==> src/rtl/brs_pkg.sv <==
`default_nettype none
package brs_pkg;

   localparam int WORD_BITS   = 64;
   localparam int MAX_WORDS   = 8;
   localparam int RANK_BITS   = 9;
   localparam int POS_BITS    = 10;
   localparam int WIDX_BITS   = 3;
   localparam int BRANK_BITS  = 6;
   localparam logic [POS_BITS-1:0] NOT_FOUND = 10'd512;

   typedef logic [WORD_BITS-1:0] word_type;

   // per-query state handed from cell to cell
   typedef struct packed {
      logic [RANK_BITS-1:0]  remaining;
      logic                  find_zero;
      logic                  found;
      word_type              hit_word;
      logic [BRANK_BITS-1:0] hit_rank;
      logic [WIDX_BITS-1:0]  hit_idx;
   } token_type;

   function automatic logic [3:0] popcount8(input logic [7:0] b);
      logic [3:0] c;
      c = 4'd0;
      for (int i = 0; i < 8; i++) begin
         c = c + {3'd0, b[i]};
      end
      return c;
   endfunction

   function automatic logic [6:0] popcount64(input word_type w);
      logic [6:0] c;
      c = 7'd0;
      for (int j = 0; j < 8; j++) begin
         c = c + {3'd0, popcount8(w[8*j +: 8])};
      end
      return c;
   endfunction

   // position of the k-th set bit of a byte; caller ensures k < popcount8(b)
   function automatic logic [2:0] select8(input logic [7:0] b, input logic [2:0] k);
      logic [2:0] pos;
      logic [3:0] seen;
      logic       hit;
      pos  = 3'd0;
      seen = 4'd0;
      hit  = 1'b0;
      for (int i = 0; i < 8; i++) begin
         if (b[i] && !hit) begin
            if (seen == {1'b0, k}) begin
               pos = 3'(i);
               hit = 1'b1;
            end
            seen = seen + 4'd1;
         end
      end
      return pos;
   endfunction

endpackage
`default_nettype wire

==> src/rtl/brs_cell.sv <==
`default_nettype none
module brs_cell #(
   parameter int IDX       = 0,
   parameter int NUM_WORDS = 8
) (
   input  wire logic                                    clock,
   input  wire logic                                    reset,
   input  wire logic                                    in_valid,
   output logic                                         in_ready,
   input  wire brs_pkg::token_type                      in_tok,
   input  wire logic [NUM_WORDS-1:0][brs_pkg::WORD_BITS-1:0] in_words,
   output logic                                         out_valid,
   input  wire logic                                    out_ready,
   output brs_pkg::token_type                           out_tok,
   output logic [NUM_WORDS-1:0][brs_pkg::WORD_BITS-1:0] out_words
);
   import brs_pkg::*;

   logic                                  valid_ff, valid_in;
   token_type                             tok_ff, tok_in;
   logic [NUM_WORDS-1:0][WORD_BITS-1:0]   words_ff;
   word_type                              w;
   logic [6:0]                            cnt;
   logic                                  take;

   assign in_ready = !valid_ff || out_ready;
   assign take     = in_valid && in_ready;

   always_comb begin
      w        = in_tok.find_zero ? ~in_words[IDX] : in_words[IDX];
      cnt      = popcount64(w);
      tok_in   = in_tok;
      valid_in = in_ready ? in_valid : valid_ff;
      if (!in_tok.found) begin
         if (in_tok.remaining < {2'd0, cnt}) begin
            tok_in.found    = 1'b1;
            tok_in.hit_word = w;
            tok_in.hit_rank = in_tok.remaining[BRANK_BITS-1:0];
            tok_in.hit_idx  = WIDX_BITS'(IDX);
         end else begin
            tok_in.remaining = in_tok.remaining - {2'd0, cnt};
         end
      end
   end

   always_ff @(posedge clock) begin
      if (reset) begin
         valid_ff <= 1'b0;
      end else begin
         valid_ff <= valid_in;
      end
   end

   always_ff @(posedge clock) begin
      if (take) begin
         tok_ff   <= tok_in;
         words_ff <= in_words;
      end
   end

   assign out_valid = valid_ff;
   assign out_tok   = tok_ff;
   assign out_words = words_ff;

endmodule
`default_nettype wire

==> src/rtl/brs_select.sv <==
`default_nettype none
module brs_select (
   input  wire logic                          clock,
   input  wire logic                          reset,
   input  wire logic                          in_valid,
   output logic                               in_ready,
   input  wire brs_pkg::token_type            in_tok,
   output logic                               out_valid,
   input  wire logic                          out_ready,
   output logic [brs_pkg::POS_BITS-1:0]       out_position
);
   import brs_pkg::*;

   // byte stage
   logic                  a_valid_ff, a_valid_in;
   logic                  a_found_ff;
   logic [WIDX_BITS-1:0]  a_idx_ff;
   logic [2:0]            a_byte_ff, a_byte_in;
   logic [2:0]            a_brank_ff, a_brank_in;
   logic [7:0]            a_bits_ff, a_bits_in;
   logic                  a_ready, a_take;
   logic [6:0]            acc;
   logic [6:0]            upto;
   logic                  hit;

   // output stage
   logic                  o_valid_ff, o_valid_in;
   logic [POS_BITS-1:0]   o_pos_ff, o_pos_in;
   logic                  o_take;

   always_comb begin
      acc        = 7'd0;
      upto       = 7'd0;
      hit        = 1'b0;
      a_byte_in  = 3'd0;
      a_brank_in = 3'd0;
      // walk bytes low to high, stop at the one holding the wanted bit
      for (int j = 0; j < 8; j++) begin
         upto = acc + {3'd0, popcount8(in_tok.hit_word[8*j +: 8])};
         if (!hit && ({1'b0, in_tok.hit_rank} < upto)) begin
            hit        = 1'b1;
            a_byte_in  = 3'(j);
            a_brank_in = 3'({1'b0, in_tok.hit_rank} - acc);
         end
         acc = upto;
      end
      a_bits_in = in_tok.hit_word[8*a_byte_in +: 8];
   end

   assign in_ready   = !a_valid_ff || a_ready;
   assign a_take     = in_valid && in_ready;
   assign a_valid_in = in_ready ? in_valid : a_valid_ff;

   assign a_ready    = !o_valid_ff || out_ready;
   assign o_take     = a_valid_ff && a_ready;
   assign o_valid_in = a_ready ? a_valid_ff : o_valid_ff;

   always_comb begin
      if (a_found_ff) begin
         o_pos_in = {1'b0, a_idx_ff, a_byte_ff, select8(a_bits_ff, a_brank_ff)};
      end else begin
         o_pos_in = NOT_FOUND;
      end
   end

   always_ff @(posedge clock) begin
      if (reset) begin
         a_valid_ff <= 1'b0;
         o_valid_ff <= 1'b0;
      end else begin
         a_valid_ff <= a_valid_in;
         o_valid_ff <= o_valid_in;
      end
   end

   always_ff @(posedge clock) begin
      if (a_take) begin
         a_found_ff <= in_tok.found;
         a_idx_ff   <= in_tok.hit_idx;
         a_byte_ff  <= a_byte_in;
         a_brank_ff <= a_brank_in;
         a_bits_ff  <= a_bits_in;
      end
      if (o_take) begin
         o_pos_ff <= o_pos_in;
      end
   end

   assign out_valid    = o_valid_ff;
   assign out_position = o_pos_ff;

endmodule
`default_nettype wire

==> src/rtl/bit_rank_select_512.sv <==
`default_nettype none
// Rank select over a 512-bit vector: returns the position of the rank-th
// (zero-based) set bit, or clear bit when find_zero is high, and 512 when
// there are too few. Words 0 to NUM_WORDS-1 are searched, one word per
// cell of a chain, then a two-stage byte/bit select finishes the answer.
// A new request can be taken every cycle unless rsp_stall backs up the
// chain; a result passes the cell chain, then the select stages. Each
// stage holds its word under rsp_stall and fills bubbles independently.
module bit_rank_select_512 #(
   parameter int NUM_WORDS = 8
) (
   input  wire logic                          clock,
   input  wire logic                          reset,
   input  wire logic                          req_valid,
   output logic                               req_stall,
   input  wire logic [63:0]                   req_word_0,
   input  wire logic [63:0]                   req_word_1,
   input  wire logic [63:0]                   req_word_2,
   input  wire logic [63:0]                   req_word_3,
   input  wire logic [63:0]                   req_word_4,
   input  wire logic [63:0]                   req_word_5,
   input  wire logic [63:0]                   req_word_6,
   input  wire logic [63:0]                   req_word_7,
   input  wire logic [brs_pkg::RANK_BITS-1:0] req_rank,
   input  wire logic                          req_find_zero,
   output logic                               rsp_valid,
   input  wire logic                          rsp_stall,
   output logic [brs_pkg::POS_BITS-1:0]       rsp_position
);
   import brs_pkg::*;

   logic [MAX_WORDS-1:0][WORD_BITS-1:0]  all_words;
   logic [NUM_WORDS-1:0][WORD_BITS-1:0]  chain_words [NUM_WORDS+1];
   token_type                            chain_tok   [NUM_WORDS+1];
   logic [NUM_WORDS:0]                   chain_valid;
   logic [NUM_WORDS:0]                   chain_ready;

   assign all_words = {req_word_7, req_word_6, req_word_5, req_word_4,
                       req_word_3, req_word_2, req_word_1, req_word_0};

   always_comb begin
      chain_tok[0]           = '0;
      chain_tok[0].remaining = req_rank;
      chain_tok[0].find_zero = req_find_zero;
   end

   assign chain_words[0] = all_words[NUM_WORDS-1:0];
   assign chain_valid[0] = req_valid;
   assign req_stall      = !chain_ready[0];

   for (genvar k = 0; k < NUM_WORDS; k++) begin : g_cell
      brs_cell #(
         .IDX       (k),
         .NUM_WORDS (NUM_WORDS)
      ) u_cell (
         .clock     (clock),
         .reset     (reset),
         .in_valid  (chain_valid[k]),
         .in_ready  (chain_ready[k]),
         .in_tok    (chain_tok[k]),
         .in_words  (chain_words[k]),
         .out_valid (chain_valid[k+1]),
         .out_ready (chain_ready[k+1]),
         .out_tok   (chain_tok[k+1]),
         .out_words (chain_words[k+1])
      );
   end

   brs_select u_select (
      .clock        (clock),
      .reset        (reset),
      .in_valid     (chain_valid[NUM_WORDS]),
      .in_ready     (chain_ready[NUM_WORDS]),
      .in_tok       (chain_tok[NUM_WORDS]),
      .out_valid    (rsp_valid),
      .out_ready    (!rsp_stall),
      .out_position (rsp_position)
   );

   a_pos_range: assert property (@(posedge clock) disable iff (reset)
      rsp_valid |-> rsp_position <= NOT_FOUND)
      else $error("position out of range");

   a_hit_idx: assert property (@(posedge clock) disable iff (reset)
      chain_valid[NUM_WORDS] && chain_tok[NUM_WORDS].found
         |-> 32'(chain_tok[NUM_WORDS].hit_idx) < NUM_WORDS)
      else $error("hit word index beyond searched words");

   a_hit_rank: assert property (@(posedge clock) disable iff (reset)
      chain_valid[NUM_WORDS] && chain_tok[NUM_WORDS].found
         |-> {1'b0, chain_tok[NUM_WORDS].hit_rank}
             < popcount64(chain_tok[NUM_WORDS].hit_word))
      else $error("residual rank not inside hit word");

endmodule
`default_nettype wire
==> config.mk <==
export PLATFORM = sky130hd
export DESIGN_NAME = bit_rank_select_512
export DESIGN_NICKNAME = d
export VERILOG_FILES = /design/src/rtl/brs_pkg.sv /design/src/rtl/brs_cell.sv /design/src/rtl/brs_select.sv /design/src/rtl/bit_rank_select_512.sv
export SDC_FILE = /design/constraint.sdc
export NUM_CORES = 2
export LEC_CHECK = 0
export BUFFER_PORTS_ARGS = -buffer_cell sky130_fd_sc_hd__buf_2
export CAP_MARGIN = 15
export CORE_UTILIZATION = 56
export CTS_CLUSTER_SIZE = 14
export DETAILED_ROUTE_END_ITERATION = 8
export HOLD_SLACK_MARGIN = 0.03
export PLACE_DENSITY_LB_ADDON = 0.15
export SLEW_MARGIN = 5
export SYNTH_ARGS = -nofsm -noshare
export SYNTH_HDL_FRONTEND = slang
export SYNTH_SLANG_ARGS = --single-unit
export TNS_END_PERCENT = 50
==> constraint.sdc <==
create_clock -name clock -period 35.6 [get_ports clock]
set_input_delay 7.12 -clock clock [delete_from_list [all_inputs] [get_ports clock]]
set_output_delay 7.12 -clock clock [all_outputs]
set_load 0.005 [all_outputs]
* After elaboration in Yosys (flattened, before gate mapping)
Index checks and enable logic that the tools add are counted.
** Storage, ports and cells
- Register bits :: 2492
- Bits in read-only memories :: 0
- Latch bits :: 0
- RAM bits :: 0
- Bits of input ports :: 526
- Memories :: 0
** Operators by class
- $lt $le $gt $ge :: 16
- Reduce and logical (&&, ||, !) cells :: 61
- Mux-type cells :: 109
- Bitwise operators :: 8
- Divide/modulo/power cells :: 0
- Multiply operators :: 0
- Shift-type cells :: 1
- Equal/unequal tests :: 7
- $add $sub $neg :: 587
** Operator list (number)
- 4-bit by 1-bit adder with 4-bit output :: 432
- 74-bit two-way mux :: 8
- 64-bit two-way mux :: 8
- 64-bit inverter :: 8
- 73-bit two-way mux :: 7
- 7-bit by 4-bit adder with 7-bit output :: 53
- 1-bit by 1-bit adder with 2-bit output :: 72
- 9-bit two-way mux :: 13
- 3-bit two-way mux :: 26
- 9-bit by 7-bit less-than comparator with 1-bit output :: 8
- 64-bit by 7-bit indexed part select with 8-bit output :: 1
- 9-bit by 7-bit subtractor with 9-bit output :: 7
- 4-bit two-way mux :: 13
- 4-bit by 4-bit adder with 5-bit output :: 9
- 6-bit by 7-bit less-than comparator with 1-bit output :: 6
- 1-bit two-way mux :: 31
- 4-bit by 3-bit == test with 1-bit output :: 7
- 1-bit logical NOT :: 26
- 4-bit by 1-bit adder with 4-bit output, second input constant :: 6
- 1-bit logical AND :: 24
- 3-bit subtractor :: 7
- 1-bit logical OR :: 10
- 10-bit two-way mux :: 1
- 5-bit by 4-bit adder with 6-bit output :: 1
- other kinds (4) :: 5

* Depth between registers and ports, before layout
- Word-level depth :: 32
- Mapped depth :: 43
- Depth with buffers taken out :: 43

* Cells and area by module
From an unflattened synthesis, not the netlist that was laid out.
** Unflattened totals
- Cells, all modules :: 8428
- Area, all modules :: 178553.7 sq um
** Modules (own cells, without submodules)
- brs_cell (g_cell[0].u_cell ...) :: area each 21571.9 sq um, cells each 959, sequential area each 17917.2 sq um, times used 4
- brs_cell (g_cell[5].u_cell ...) :: area each 21341.7 sq um, cells each 961, sequential area each 17917.2 sq um, times used 2
- brs_cell (g_cell[4].u_cell) :: area each 21569.4 sq um, cells each 959, sequential area each 17917.2 sq um, times used 1
- brs_cell (g_cell[7].u_cell) :: area each 21312.9 sq um, cells each 961, sequential area each 17917.2 sq um, times used 1
- brs_select :: area each 6688.9 sq um, cells each 747, sequential area each 880.8 sq um, times used 1
- bit_rank_select_512 :: area each 11.3 sq um, cells each 3, sequential area each 0.0 sq um, times used 1

* Worst setup path after synthesis
OpenSTA, ideal clock, no wires.
- Kind :: input port to flip-flop
- From :: input port rsp_stall
- To :: register g_cell[2].u_cell.tok_ff, in the netlist g_cell[2].u_cell.out_tok[0] (enable)
- Arrival time :: 36796 ps
- Cell stages on the path :: 6
- Slack :: -2982 ps
- Cell sequence :: and3_1 > and3_1 > clkbuf_1 > nand3_1 > nor2_1 > a21boi_0
** On the way
- Word-level cells in the longest chain between the ends :: 10
** Ends and longest elaborated chain
- from (decl) :: line bit_rank_select_512.sv:27 : input wire logic rsp_stall,
- 1-bit logical NOT :: line bit_rank_select_512.sv:76 : .out_ready (!rsp_stall),
- 1-bit logical OR :: line brs_select.sv:54 : assign a_ready = !o_valid_ff || out_ready;
- 1-bit logical OR :: line brs_select.sv:50 : assign in_ready = !a_valid_ff || a_ready;
- 1-bit logical OR (6 in a row) :: line brs_cell.sv:26 : assign in_ready = !valid_ff || out_ready;
- 1-bit logical AND :: line brs_cell.sv:27 : assign take = in_valid && in_ready;
- via g_cell[2].u_cell.take :: line brs_cell.sv:24 : logic take;
- to (signal assigned) :: line brs_cell.sv:56 : tok_ff <= tok_in;
- to (decl) :: line brs_cell.sv:20 : token_type tok_ff, tok_in;
The timed path passes the listed nets, and every way through them passes these cells.
A chain may end at the register's enable or synchronous reset.

* Final worst setup path
- From :: input port rsp_stall
- To :: output port req_stall
** On the way
- Word-level cells in the longest chain between the ends :: 12
** Ends and longest elaborated chain
- 1-bit logical NOT :: line bit_rank_select_512.sv:76
- 1-bit logical OR :: line brs_select.sv:54
- 1-bit logical OR :: line brs_select.sv:50
- 1-bit logical OR (8 in a row) :: line brs_cell.sv:26
- 1-bit logical NOT :: line bit_rank_select_512.sv:49 : assign req_stall = !chain_ready[0];
- to (decl) :: line bit_rank_select_512.sv:15 : output logic req_stall,
Every way passes these cells.

==> flow_summary.yaml <==
route:
  route.detailed.drc: 0
  drt_first_iter_violations: 5631
  vias_per_cell: 5.436
  first_pass_iters: 5
  drt-wirelength-per-cell_um: 25.52
  detail-route-antenna-nets: 0
  num_vias: 55350
  routed_wl_um: 259900
clock_network:
  htreeDepth: 4
  clk_latency_ns: 0.90
  path_clk_slew_ns: 0.06
  cts_buffer_depth: 3
  cts_root_buf: "clkbuf_16"
  cts.sinks: 2485
  cts_buffers: 241
  cts_setup_buffers: 0
  holdBufCountCts: 0
  cts.repair.resized: 0
  cts_tree: "yes"
floorplan:
  initial_utilization: 0.5652
  coreArea_um2: 195600
  row_count: 162
  die_h_um: 446.3
  ios: 538
  die_area_um2: 199200
  fp.dieW_um: 446.3
synth:
  synthXorXnorAreaFrac: 0.06072
  synth_cell_type_count: 80
  ys_ff_latch: 2485
  synth_edf_count: 2475
  yosys_warnings: 0
  synth_top_cell_by_area: "edfxtp_1"
  synth_top_family_by_area: "adder cells"
  yosysMostFrequentCell: "edfxtp_1"
  synth-adder-area-share: 0.1281
  netlist_area_um2: 110500
  syn_avg_cell_area_um2: 16.55
  synthTopCellsByCount: "edfxtp_1 (2475), inv_1 (564), fa_1 (457)"
  ys_seq_area_frac: 0.6741
  synthArstFlopShare: 0
  synth_area_leaders: "edfxtp_1 (67%), fa_1 (8.3%), ha_1 (4.5%)"
  synth_compound_area_frac: 0.03835
  muxShareOfSynthArea: 0.03754
  synth_flop_cell: "edfxtp_1"
  synthCells: 6678
  synth_top_area_share: 0.6723
  yosys.area_share.simple: 0.03584
  syn_nets: 8060
grt:
  grt_pass1_wl_um: 373500
  grt_pass1_vias: 55700
  antenna_found_initial: 28
  grt_max_degree: 193
  grt_util_all_layers: 0.2640
  grt.overflow.total: 0
run_status:
  violations: "max-slew violations"
  outcome: "finished with violations"
sta:
  rsz0062_at_grt: "false"
  timing.final.crit_share: 0.4595
  setup_viol: 0
  fin_crit_ns: 16.36
  fin_skew_ns: 0.06848
  tns_ns: 0
  maxSlewViolCount: 42
  worst_slew_pin_slew_ns: 1.536
  relSlewSlack: -0.02426
  fmax_ghz: 0.06113
  hold_viol: 0
place:
  finalWeightedCongestion: 0.9329
  io_buffers: 537
  dp_hpwl_um: 196900
setup_path:
  crit_path_end_kind: "primary output"
  critPathArrivalTime_ns: 9.24
  worstPathMaxFanout: 7
  r2r_slack_ns: 23.50
  cp.required_ns: 28.48
  critPathLaunchType: "primary input"
  crit_type: "in -> out"
layout:
  final_nets: 8725
  drive_above_1_share: 0.1738
  areaGrowthSynthToFinish_pct: 12.42
min_path:
  hp-class: "reg -> reg"
run:
  max_cap_viol_count: 0
cells in the final DEF (no fill, tap or decap), drive strengths merged, types with 251 or more instances in the layout:
master	instances
fa	457
edfxtp	2475
clkbuf	285
a21oi	251
buf	598
nor2	277
ha	399
mux2	306
xor2	415
inv	575
xnor2	335
final timing paths:
path                                                        end                                  start  cells after the start
worst max-delay path                                  req_stall                              rsp_stall                      8
worst max register to register  u_select.a_bits_ff[4]$_DFFE_PP_  g_cell[7].u_cell.out_tok[9]$_DFFE_PP_                     38
worst min register to register   u_select.a_idx_ff[2]$_DFFE_PP_  g_cell[7].u_cell.out_tok[2]$_DFFE_PP_                      0
worst min-delay path             u_select.a_idx_ff[2]$_DFFE_PP_  g_cell[7].u_cell.out_tok[2]$_DFFE_PP_                      0
through the flow:
stage | utilization | hold WS, ns | cell area [µm²] | cells | setup slack [ns]
floorplan | - | 0.4003 | 110600 | 6678 | 3.148
global placement | 0.5956 | 0.4015 | 116500 | 9724 | 19.35
detailed placement | 0.5956 | 0.4045 | 116500 | 9724 | 19.27
CTS | 0.6353 | 0.3742 | 124300 | 10170 | 19.25
global route | 0.6353 | 0.3846 | 124300 | 10180 | 19.10
finish | 0.6354 | 0.3673 | 124300 | 10180 | 19.24
sequential cells by signal, indices dropped and copies added (netlist names), 3 cells and up:
register / cells
u_select.out_position: 10
g_cell.u_cell.out_words: 1792
g_cell.u_cell.out_valid: 8
u_select.a_brank_ff: 3
u_select.a_bits_ff: 8
g_cell.u_cell.out_tok: 655
u_select.a_byte_ff: 3
u_select.a_idx_ff: 3
area by class of cell:
cell class              instances  area [µm²]
inverters                     566        2125
clock buffers                 285        6246
well taps                    2624        3283
repair buffers                598        3198
flip-flops and latches       2485       74520
diodes                          9       22.52
multi-input cells            3451       33380
fillers                     13840       71320
clock inverters               165        1513
cells by family after synthesis:
logic type | after synthesis
flip-flops | 2485
adder cells (fa/ha/maj) | 858
AND/OR/NAND/NOR | 792
XOR/XNOR | 753
buffers and inverters | 742
AO/OA/AOI/OAI | 672
multiplexers | 376
critical path, stage by stage:
cell,delay [ns]
buf_2,0.10
and3_1,0.30
and3_1,0.45
nand3_1,0.16
nor2_1,0.62
nand4_1,0.21
inv_1,0.15
buf_2,0.13
metal layers:
| metal | up-vias | track usage | part of all wire |
|---|---|---|---|
| li1 | 25250 | - | - |
| met1 | 27980 | 0.4145 | 0.47 |
| met2 | 1816 | 0.3881 | 0.44 |
| met3 | 298 | 0.04189 | 0.066 |
| met4 | 4 | 0.06295 | 0.023 |
| met5 | - | 0 | 0.000092 |
Power is not shown: default switching activity piles up to over one toggle a cycle in this logic, so the estimate is an artifact.
